**config.mk**
```make
export PLATFORM = sky130hd
export DESIGN_NAME = string_bucket_hash
export DESIGN_NICKNAME = d
export VERILOG_FILES = /design/src/hw/rtl/sbh_pkg.sv /design/src/hw/rtl/sbh_front.sv /design/src/hw/rtl/sbh_queue.sv /design/src/hw/rtl/sbh_back.sv /design/src/hw/rtl/string_bucket_hash.sv
export VERILOG_INCLUDE_DIRS = /design/src /design/src/hw/rtl
export SDC_FILE = /design/constraint.sdc
export NUM_CORES = 1
export LEC_CHECK = 0
export BUFFER_PORTS_ARGS = -buffer_cell sky130_fd_sc_hd__buf_2
export CORE_MARGIN = 1.5
export CORE_UTILIZATION = 25
export CTS_CLUSTER_DIAMETER = 40
export DETAILED_ROUTE_END_ITERATION = 8
export PLACE_DENSITY = 0.38
export SYNTH_ARGS = -nofsm -noshare
export SYNTH_HDL_FRONTEND = slang
export SYNTH_HIERARCHICAL = 1
export SYNTH_SLANG_ARGS = --single-unit
```
**constraint.sdc**
```tcl
create_clock -name clock -period 4.7 [get_ports clock]
set_clock_uncertainty 0.2 [all_clocks]
set_input_delay 0.94 -clock clock [delete_from_list [all_inputs] [get_ports clock]]
set_output_delay 0.94 -clock clock [all_outputs]
set_load 0.02 [all_outputs]
```
**src/hw/rtl/string_bucket_hash_assert.svh**
```systemverilog
// ----------------------------------------------------------------------------
// string_bucket_hash_assert.svh
// Assertion macros shared by the name hasher RTL.
// ----------------------------------------------------------------------------
`ifndef STRING_BUCKET_HASH_ASSERT_SVH
`define STRING_BUCKET_HASH_ASSERT_SVH

// Same-cycle implication, checked on every clock edge outside reset
`define SBH_ASSERT_IMP(lbl, clk, rst, ante, cons, msg) \
   lbl: assert property (@(posedge clk) disable iff (rst) (ante) |-> (cons)) \
      else $error(msg);

// Next-cycle implication, checked on every clock edge outside reset
`define SBH_ASSERT_NXT(lbl, clk, rst, ante, cons, msg) \
   lbl: assert property (@(posedge clk) disable iff (rst) (ante) |=> (cons)) \
      else $error(msg);

`endif

```
**src/hw/rtl/sbh_pkg.sv**
```systemverilog
// ----------------------------------------------------------------------------
// sbh_pkg
// Types and constants shared by the name hasher modules.
// ----------------------------------------------------------------------------
package sbh_pkg;

   localparam int HASH_W      = 32;
   localparam int BUCKET_W    = 16;
   localparam int BCOUNT_W    = 17;
   localparam int CHAR_W      = 8;
   localparam int CSR_IDX_W   = 2;
   localparam int CSR_DATA_W  = BCOUNT_W;
   localparam int QUEUE_DEPTH = 2;
   localparam int QPTR_W      = 1;
   localparam int QCNT_W      = 2;
   localparam int STEP_W      = 5;

   // Hash mixing shifts
   localparam int SHIFT_LO = 3;
   localparam int SHIFT_HI = 28;

   // Character constants
   localparam logic [CHAR_W-1:0] CH_NUL      = 8'h00;
   localparam logic [CHAR_W-1:0] CH_UPPER_A  = 8'h41;
   localparam logic [CHAR_W-1:0] CH_UPPER_Z  = 8'h5A;
   localparam logic [CHAR_W-1:0] CASE_OFFSET = 8'h20;

   // Bucket count limits
   localparam logic [BCOUNT_W-1:0] MAX_BUCKETS = 17'h10000;
   localparam logic [BCOUNT_W-1:0] MIN_BUCKETS = 17'h00001;

   // Register indexes
   localparam logic [CSR_IDX_W-1:0] CSR_BUCKET_COUNT = 2'd0;
   localparam logic [CSR_IDX_W-1:0] CSR_FOLD_CASE    = 2'd1;
   localparam logic [CSR_IDX_W-1:0] CSR_SIGNED_CHARS = 2'd2;

   typedef logic [HASH_W-1:0]   hash_type;
   typedef logic [BUCKET_W-1:0] bucket_type;
   typedef logic [BCOUNT_W-1:0] bcount_type;

   // Queue status seen by the front and back
   typedef struct packed {
      logic full;
      logic empty;
   } q_stat_type;

endpackage

```
**src/hw/rtl/sbh_front.sv**
```systemverilog
// ----------------------------------------------------------------------------
// sbh_front
// Accepts characters, folds and extends them, and runs the hash accumulator.
// A terminating zero pushes the finished hash into the queue.
// ----------------------------------------------------------------------------
module sbh_front (
   input  logic                        clock,
   input  logic                        reset,
   input  logic                        req_valid,
   output logic                        req_stall,
   input  logic [sbh_pkg::CHAR_W-1:0]  req_ch,
   input  logic                        fold_case,
   input  logic                        signed_chars,
   input  sbh_pkg::q_stat_type         q_stat,
   output logic                        push,
   output sbh_pkg::hash_type           push_hash
);
   import sbh_pkg::*;

   hash_type          acc_ff;
   hash_type          acc_in;
   hash_type          term;
   logic [CHAR_W-1:0] folded;
   logic              accept;

   // Hold input while the queue cannot take a finished name
   assign req_stall = q_stat.full;
   assign accept    = req_valid && !req_stall;

   // Fold case, then sign-extend or zero-extend the byte
   always_comb begin
      folded = req_ch;
      if (fold_case && (req_ch >= CH_UPPER_A) && (req_ch <= CH_UPPER_Z)) begin
         folded = req_ch + CASE_OFFSET;
      end
      if (signed_chars) begin
         term = {{(HASH_W-CHAR_W){folded[CHAR_W-1]}}, folded};
      end else begin
         term = {{(HASH_W-CHAR_W){1'b0}}, folded};
      end
   end

   // Advance the accumulator on a character, clear it on the terminator
   always_comb begin
      acc_in = acc_ff;
      if (accept) begin
         if (req_ch == CH_NUL) begin
            acc_in = '0;
         end else begin
            acc_in = acc_ff + (acc_ff << SHIFT_LO) + (acc_ff >> SHIFT_HI) + term;
         end
      end
   end

   always_ff @(posedge clock) begin
      if (reset) begin
         acc_ff <= '0;
      end else begin
         acc_ff <= acc_in;
      end
   end

   assign push      = accept && (req_ch == CH_NUL);
   assign push_hash = acc_ff;

endmodule

```
**src/hw/rtl/sbh_queue.sv**
```systemverilog
// ----------------------------------------------------------------------------
// sbh_queue
// Two-entry queue of finished hashes between the front and the back.
// ----------------------------------------------------------------------------
`include "string_bucket_hash_assert.svh"

module sbh_queue (
   input  logic                 clock,
   input  logic                 reset,
   input  logic                 push,
   input  sbh_pkg::hash_type    push_hash,
   input  logic                 pop,
   output sbh_pkg::hash_type    pop_hash,
   output sbh_pkg::q_stat_type  q_stat
);
   import sbh_pkg::*;

   hash_type          entry_ff [QUEUE_DEPTH];
   logic [QPTR_W-1:0] wr_ptr_ff;
   logic [QPTR_W-1:0] wr_ptr_in;
   logic [QPTR_W-1:0] rd_ptr_ff;
   logic [QPTR_W-1:0] rd_ptr_in;
   logic [QCNT_W-1:0] count_ff;
   logic [QCNT_W-1:0] count_in;

   // Advance pointers and occupancy
   always_comb begin
      wr_ptr_in = push ? wr_ptr_ff + 1'b1 : wr_ptr_ff;
      rd_ptr_in = pop  ? rd_ptr_ff + 1'b1 : rd_ptr_ff;
      count_in  = count_ff;
      if (push && !pop) begin
         count_in = count_ff + 1'b1;
      end else if (pop && !push) begin
         count_in = count_ff - 1'b1;
      end
   end

   always_ff @(posedge clock) begin
      if (reset) begin
         wr_ptr_ff <= '0;
         rd_ptr_ff <= '0;
         count_ff  <= '0;
      end else begin
         wr_ptr_ff <= wr_ptr_in;
         rd_ptr_ff <= rd_ptr_in;
         count_ff  <= count_in;
      end
   end

   // Store the pushed hash
   always_ff @(posedge clock) begin
      if (push) begin
         entry_ff[wr_ptr_ff] <= push_hash;
      end
   end

   assign pop_hash     = entry_ff[rd_ptr_ff];
   assign q_stat.full  = (count_ff == QCNT_W'(QUEUE_DEPTH));
   assign q_stat.empty = (count_ff == '0);

   `SBH_ASSERT_IMP(a_no_pop_empty, clock, reset, pop, count_ff != '0, "pop from empty queue")
   `SBH_ASSERT_IMP(a_no_push_full, clock, reset, push, !q_stat.full, "push into full queue")

endmodule

```
**src/hw/rtl/sbh_back.sv**
```systemverilog
// ----------------------------------------------------------------------------
// sbh_back
// Reduces each queued hash modulo the bucket count, one quotient bit per
// cycle, and presents the result in an output register.
// ----------------------------------------------------------------------------
`include "string_bucket_hash_assert.svh"

module sbh_back (
   input  logic                          clock,
   input  logic                          reset,
   input  sbh_pkg::bcount_type           bucket_count,
   input  sbh_pkg::q_stat_type           q_stat,
   input  sbh_pkg::hash_type             pop_hash,
   output logic                          pop,
   output logic                          rsp_valid,
   input  logic                          rsp_stall,
   output logic [sbh_pkg::BUCKET_W-1:0]  rsp_bucket,
   output logic [sbh_pkg::HASH_W-1:0]    rsp_hash_value
);
   import sbh_pkg::*;

   localparam logic [1:0] ST_IDLE = 2'd0;
   localparam logic [1:0] ST_DIV  = 2'd1;
   localparam logic [1:0] ST_DONE = 2'd2;

   logic [1:0]        state_ff;
   logic [1:0]        state_in;
   logic [STEP_W-1:0] step_ff;
   logic [STEP_W-1:0] step_in;
   hash_type          hash_ff;
   hash_type          hash_in;
   hash_type          quo_ff;
   hash_type          quo_in;
   bucket_type        rem_ff;
   bucket_type        rem_in;
   bcount_type        divisor;
   bcount_type        rem_shift;
   logic              out_free;
   logic              out_load;
   logic              rsp_valid_ff;
   logic              rsp_valid_in;
   bucket_type        rsp_bucket_ff;
   hash_type          rsp_hash_ff;

   // Clamp the bucket count into 1..65536
   always_comb begin
      divisor = bucket_count;
      if (bucket_count == '0) begin
         divisor = MIN_BUCKETS;
      end else if (bucket_count > MAX_BUCKETS) begin
         divisor = MAX_BUCKETS;
      end
   end

   // One restoring division step
   assign rem_shift = {rem_ff, quo_ff[HASH_W-1]};

   assign out_free = !rsp_valid_ff || !rsp_stall;

   // Sequence load, divide and hand-off
   always_comb begin
      state_in = state_ff;
      step_in  = step_ff;
      hash_in  = hash_ff;
      quo_in   = quo_ff;
      rem_in   = rem_ff;
      pop      = 1'b0;
      out_load = 1'b0;
      unique case (state_ff)
         ST_IDLE: begin
            if (!q_stat.empty) begin
               pop      = 1'b1;
               hash_in  = pop_hash;
               quo_in   = pop_hash;
               rem_in   = '0;
               step_in  = STEP_W'(HASH_W - 1);
               state_in = ST_DIV;
            end
         end
         ST_DIV: begin
            quo_in = quo_ff << 1;
            if (rem_shift >= divisor) begin
               rem_in = BUCKET_W'(rem_shift - divisor);
            end else begin
               rem_in = BUCKET_W'(rem_shift);
            end
            step_in = step_ff - 1'b1;
            if (step_ff == '0) begin
               state_in = ST_DONE;
            end
         end
         ST_DONE: begin
            if (out_free) begin
               out_load = 1'b1;
               state_in = ST_IDLE;
            end
         end
         default: begin
            state_in = ST_IDLE;
         end
      endcase
   end

   always_ff @(posedge clock) begin
      if (reset) begin
         state_ff <= ST_IDLE;
      end else begin
         state_ff <= state_in;
      end
   end

   always_ff @(posedge clock) begin
      step_ff <= step_in;
      hash_ff <= hash_in;
      quo_ff  <= quo_in;
      rem_ff  <= rem_in;
   end

   // Output register: hold until the beat is taken
   always_comb begin
      rsp_valid_in = rsp_valid_ff;
      if (out_load) begin
         rsp_valid_in = 1'b1;
      end else if (rsp_valid_ff && !rsp_stall) begin
         rsp_valid_in = 1'b0;
      end
   end

   always_ff @(posedge clock) begin
      if (reset) begin
         rsp_valid_ff <= 1'b0;
      end else begin
         rsp_valid_ff <= rsp_valid_in;
      end
   end

   always_ff @(posedge clock) begin
      if (out_load) begin
         rsp_bucket_ff <= rem_ff;
         rsp_hash_ff   <= hash_ff;
      end
   end

   assign rsp_valid      = rsp_valid_ff;
   assign rsp_bucket     = rsp_bucket_ff;
   assign rsp_hash_value = rsp_hash_ff;

   `SBH_ASSERT_IMP(a_rem_below_div, clock, reset, state_ff == ST_DIV,
      {1'b0, rem_ff} < divisor, "partial remainder not below divisor")
   `SBH_ASSERT_NXT(a_pop_starts_div, clock, reset, pop,
      state_ff == ST_DIV && step_ff == STEP_W'(HASH_W - 1), "pop did not start a division")

endmodule

```
**src/hw/rtl/string_bucket_hash.sv**
```systemverilog
// ----------------------------------------------------------------------------
// string_bucket_hash
// Streaming name hasher with bucket reduction.
// ----------------------------------------------------------------------------
// The block takes one character per cycle and folds it into a 32-bit hash.
// A zero character closes the name: the hash goes into a two-entry queue and
// the accumulator clears, so the next name can start in the very next cycle.
// A back-end divider reduces each queued hash modulo the bucket count one
// quotient bit per cycle; each finished name passes through a queue pop,
// 32 divide steps and a hand-off to the output register before its
// beat appears on rsp_. Characters keep flowing at one per cycle until the
// queue holds two names that the divider has not yet taken; then req_stall
// rises. Write the registers only while the block is idle.
// ----------------------------------------------------------------------------
module string_bucket_hash (
   input  logic                            clock,
   input  logic                            reset,
   input  logic                            req_valid,
   output logic                            req_stall,
   input  logic [sbh_pkg::CHAR_W-1:0]      req_ch,
   output logic                            rsp_valid,
   input  logic                            rsp_stall,
   output logic [sbh_pkg::BUCKET_W-1:0]    rsp_bucket,
   output logic [sbh_pkg::HASH_W-1:0]      rsp_hash_value,
   input  logic                            csr_we,
   input  logic [sbh_pkg::CSR_IDX_W-1:0]   csr_index,
   input  logic [sbh_pkg::CSR_DATA_W-1:0]  csr_wdata
);
   import sbh_pkg::*;

   bcount_type bucket_count_ff;
   logic       fold_case_ff;
   logic       signed_chars_ff;
   q_stat_type q_stat;
   logic       push;
   hash_type   push_hash;
   logic       pop;
   hash_type   pop_hash;

   // Configuration registers; unknown indexes are dropped
   always_ff @(posedge clock) begin
      if (reset) begin
         bucket_count_ff <= BCOUNT_W'(256);
         fold_case_ff    <= 1'b0;
         signed_chars_ff <= 1'b1;
      end else if (csr_we) begin
         unique case (csr_index)
            CSR_BUCKET_COUNT: bucket_count_ff <= csr_wdata;
            CSR_FOLD_CASE:    fold_case_ff    <= csr_wdata[0];
            CSR_SIGNED_CHARS: signed_chars_ff <= csr_wdata[0];
            default: begin
            end
         endcase
      end
   end

   sbh_front u_front (
      .clock        (clock),
      .reset        (reset),
      .req_valid    (req_valid),
      .req_stall    (req_stall),
      .req_ch       (req_ch),
      .fold_case    (fold_case_ff),
      .signed_chars (signed_chars_ff),
      .q_stat       (q_stat),
      .push         (push),
      .push_hash    (push_hash)
   );

   sbh_queue u_queue (
      .clock     (clock),
      .reset     (reset),
      .push      (push),
      .push_hash (push_hash),
      .pop       (pop),
      .pop_hash  (pop_hash),
      .q_stat    (q_stat)
   );

   sbh_back u_back (
      .clock          (clock),
      .reset          (reset),
      .bucket_count   (bucket_count_ff),
      .q_stat         (q_stat),
      .pop_hash       (pop_hash),
      .pop            (pop),
      .rsp_valid      (rsp_valid),
      .rsp_stall      (rsp_stall),
      .rsp_bucket     (rsp_bucket),
      .rsp_hash_value (rsp_hash_value)
   );

endmodule
```
==> impl_summary.log <==
INFO  metric cts_max_level = 2
INFO  metric path_delay_family = compound AO/OA/AOI/OAI gates
INFO  metric reg2reg_setup_slack = 370 ps
INFO  metric worst_hold_startpoint = u_back/hash_ff[16]
INFO  metric grt_usage = 13.1%
INFO  metric critPathMaxStageDelay = 370 ps
INFO  metric arrival = 4640 ps
INFO  metric start_kind = primary input
INFO  metric critical_path.cell_chain = buf_2 > nor4_2 > nand2_1 > nand3_2 > o21ai_4 > buf_4 > a21o_1 > ha_1 > ha_1 > a21oi_2 > o21ai_1 > a211oi_1 > o21ai_2 > o31ai_1 > a21boi_1 > or3_1 > a32o_1
INFO  metric cts-buffers-inserted = 47
INFO  metric routedWlPerCell = 17.6 um
INFO  metric critical_path_required = 4950 ps
INFO  metric layout_setup_ws = 304 ps
INFO  metric worst_path_max_delay_cell = nor4_2
INFO  metric synth-compound-area-share = 11.8%
INFO  metric syn-instance-count = 1143
INFO  metric endpoint_kind = flop
INFO  metric final_net_count = 1460
INFO  metric initial_utilization = 25.4%
INFO  metric total_negative_setup_slacks = 0 ps
INFO  metric drcViolationCount = 7
INFO  metric setup_viol_count_final = 0
INFO  metric synth_fa_ha_area_share = 11.1%
INFO  metric max-clock-path-buffers = 3
INFO  metric antenna_violating_nets_remaining = 0
INFO  metric synth.area.mux_share = 4.48%
INFO  metric synth_top_flop_cell = edfxtp_1
INFO  metric area_growth_syn_to_layout = 25.0%
INFO  metric number_of_global_route_vias_before_repair = 9594
INFO  metric outcome = finished, violations left
INFO  metric synth.yosys.seq_area_share = 52.9%
INFO  metric critical_path_peak_fanout = 9
INFO  metric placedCellCount = 1950
INFO  metric grt_pass1_wl = 56400 um
INFO  metric critical_path.reg2reg.startpoint = signed_chars_ff
INFO  metric finalMaxSlewViolations = 0
INFO  metric post_synth_instance_area = 0.0134 mm2
INFO  metric post_layout_nonfiller_instances = 2043
INFO  metric place_worst_setup_slack = -445 ps
INFO  metric timing.final.hold_violations = 0
INFO  metric post_drt_via_cell_ratio = 4.50
INFO  metric placeableCoreArea = 0.0528 mm2
INFO  metric synth_fp_nets = 1287
INFO  metric initial_antenna_violation_count = 1
INFO  metric gpl.final_weighted_congestion = 0.800
INFO  metric synth.distinct_cells = 87
INFO  metric postSynthRegisterBits = 256
INFO  metric io_pins = 82
INFO  metric die-height = 235 um
INFO  metric detailed_place_hpwl = 25500 um
INFO  metric synth-edff-count = 197
INFO  metric power_per_unit_of_standard_cell_area = 733 mW/mm2
INFO  metric max_freq = 228 MHz
INFO  metric final_period_minus_worst_setup_slack = 4400 ps
INFO  metric floorplan.die_area = 0.0551 mm2
INFO  metric dr.first_iter.drc_count = 409
INFO  metric path_buf_inv = 2
INFO  metric cap_viol_max_count = 0
INFO  metric chipWidth = 235 um
INFO  metric hold_path.class = reg2reg
INFO  metric tritoncts_clock_tree = done
INFO  metric post_synthesis_xor_xnor_area_fraction = 3.78%
INFO  metric buffer_ports.inserted = 81
INFO  metric diodes = 0
INFO  metric globalRoute.totalOverflow = 0
INFO  metric first_pass_iteration_count_of_the_detailed_router = 9
INFO  metric ys_async_sr_fraction = 0%
INFO  metric dr_total_vias = 9201
INFO  metric worstSkewPairLatency = 560 ps
INFO  metric critPathLaunch = req_ch[0]
INFO  metric num_rows = 84
INFO  metric rsz0062_at_grt = no
INFO  metric synthesis.area_per_instance = 11.7 um2
INFO  metric violations = DRC
INFO  metric layout-drive-gt1-share = 24.4%
INFO  metric synth_warnings = 6
INFO  metric peakVddDrop = 0.251 mV
INFO  metric power.static_leakage = 6.84 nW
INFO  metric maximum_number_of_pins_on_one_net_before_global_route_repair = 64
INFO  metric clk_pin_slew_worst_paths = 50 ps
INFO  metric critical-path-top-cell-by-count = ha_1
INFO  metric worst_slew_pin_slew = 1080 ps
INFO  metric clkSinkCount = 256
INFO  metric detail_route.wirelength = 36000 um
INFO  metric period_utilization_post_route = 93.5%
INFO  metric relSlewSlack = 27.9%
INFO  metric cts_hold_buffers = 0
INFO  metric synth_top_family_by_area = simple AND/OR/NAND/NOR gates
INFO  metric criticalPathCategory = in2reg
INFO  metric yosys.area_share.simple = 13.1%
INFO  metric cts-root-buf = clkbuf_16
-- logic make-up (layout without fill, tap and decap cells) --
group	after synthesis	count (layout)
simple gates	362	362
buf+inv	73	284
xor+xnor	58	58
compound gates	226	227
mux	56	56
flops	256	256
fa+ha+maj	112	112
-- sequential cells by signal, indices dropped and copies added (netlist names), named ones only --
register,count
u_queue/entry_ff,64
u_back/hash_ff,32
u_back/quo_ff,32
u_back/rsp_hash_value,32
u_front/push_hash,32
bucket_count_ff,17
u_back/rem_ff,16
u_back/rsp_bucket,16
u_back/step_ff,5
u_back/state_ff,2
u_queue/count_ff,2
fold_case_ff,1
signed_chars_ff,1
u_back/rsp_valid,1
u_queue/rd_ptr_ff,1
u_queue/wr_ptr_ff,1
-- worst paths after layout --
path,end,cells after the start
setup reg to reg,u_front/push_hash[31],13
setup / recovery,u_front/push_hash[31],17
hold / removal,u_back/rsp_hash_value[16],0
hold reg to reg,u_back/rsp_hash_value[16],0
-- worst reg2reg max path: cells and delay by family, from the launching register on --
kind	cells	cell delay (ps)
adders and majority gates	2	650
DFF	1	580
and+or+nand+nor	3	790
AOI/OAI and AO/OA	6	1420
buffers and inverters	1	370
xor gates and xnor gates	1	190
-- through the flow --
| stage | utilization, % | power, W | hold WS, ps | instance area, um2 |
|---|---|---|---|---|
| floorplan | - | 0.00728 | 200 | 13400 |
| finish | 31.8 | 0.0123 | 214 | 16800 |
| CTS | 31.6 | 0.0125 | 215 | 16700 |
| global placement | 28.6 | 0.00899 | 202 | 15100 |
| global route | 31.8 | 0.0133 | 224 | 16800 |
| detailed placement | 28.6 | 0.00900 | 205 | 15100 |
-- routing by layer --
layer	track usage [%]	vias to the layer above	wire, um
met5	0	-	0
met4	4.66	0	854
met3	2.09	49	1090
met2	22.5	146	17600
met1	16.7	4420	16400
li1	-	4586	-
-- synthesized netlist by cell type, types with 7 or more instances --
| library cell | instances | area share (%) |
|---|---|---|
| nor3b_1 | 8 | 0.45 |
| a211oi_1 | 9 | 0.50 |
| xor2_1 | 36 | 2.3 |
| mux2_2 | 30 | 2.5 |
| nor4_1 | 8 | 0.37 |
| o21a_1 | 11 | 0.62 |
| nand2b_1 | 37 | 1.7 |
| clkbuf_1 | 19 | 0.53 |
| buf_2 | 7 | 0.26 |
| a22oi_1 | 9 | 0.50 |
| xnor2_1 | 22 | 1.4 |
| nand4_1 | 10 | 0.47 |
| edfxtp_1 | 197 | 44 |
| fa_1 | 12 | 1.8 |
| nor3_1 | 11 | 0.41 |
| dfxtp_1 | 59 | 8.8 |
| nor2_1 | 59 | 1.7 |
| buf_4 | 10 | 0.56 |
| inv_1 | 27 | 0.76 |
| o21ai_0 | 38 | 1.4 |
| a21o_1 | 36 | 2.0 |
| ha_1 | 100 | 9.3 |
| nand2_1 | 154 | 4.3 |
| nand3_1 | 28 | 1.0 |
| mux2i_1 | 23 | 1.7 |
| a21oi_1 | 51 | 1.9 |
-- where the power goes --
part / total (W) / leakage, nW / internal (W) / switching, W
clock: 0.00341 / 0.784 / 0.00218 / 0.00123
sequential: 0.00360 / 2.31 / 0.00322 / 0.000381
combinational: 0.00529 / 3.75 / 0.00229 / 0.00300
total: 0.0123 / 6.84 / 0.00769 / 0.00461
-- timing repair --
| action | 4_1_cts | 5_1_grt |
|---|---|---|
| endpoints found under the setup margin | 0 | 8 |
| hold endpoints to repair | 0 | 0 |
| resized for setup | 0 | 7 |
| buffers inserted | 0 | 4 |
-- layout make-up --
type | count | area [um2]
clock buffer | 53 | 1220
clock inverter | 35 | 389
fill | 5424 | 36000
inverter | 27 | 101
multi-input combinational | 815 | 6040
sequential | 256 | 7100
tap | 688 | 861
timing repair buffer | 169 | 1070
-- cell usage in the layout (no fill, tap or decap), types with 6 or more instances in the layout --
cell	synthesis	routed
o21ai_0	38	38
o21a_1	11	11
nand2_1	154	154
clkinv_2	0	6
nor4_1	8	8
xor2_1	36	36
buf_2	7	81
a22oi_1	9	9
clkinv_4	0	6
nand3_1	28	27
a21oi_1	51	47
buf_4	10	88
mux2_2	30	30
nor3_1	11	10
ha_1	100	100
inv_1	27	27
nor2_1	59	59
or2_2	6	6
xnor2_1	22	22
nand4_1	10	10
dfxtp_1	59	59
nor3b_1	8	8
mux2i_1	23	23
nand2b_1	37	37
edfxtp_1	197	197
a211oi_1	9	8
fa_1	12	12
clkbuf_16	0	48
a21o_1	36	36
inv_6	0	10
Power figures use the tool's default switching activity.
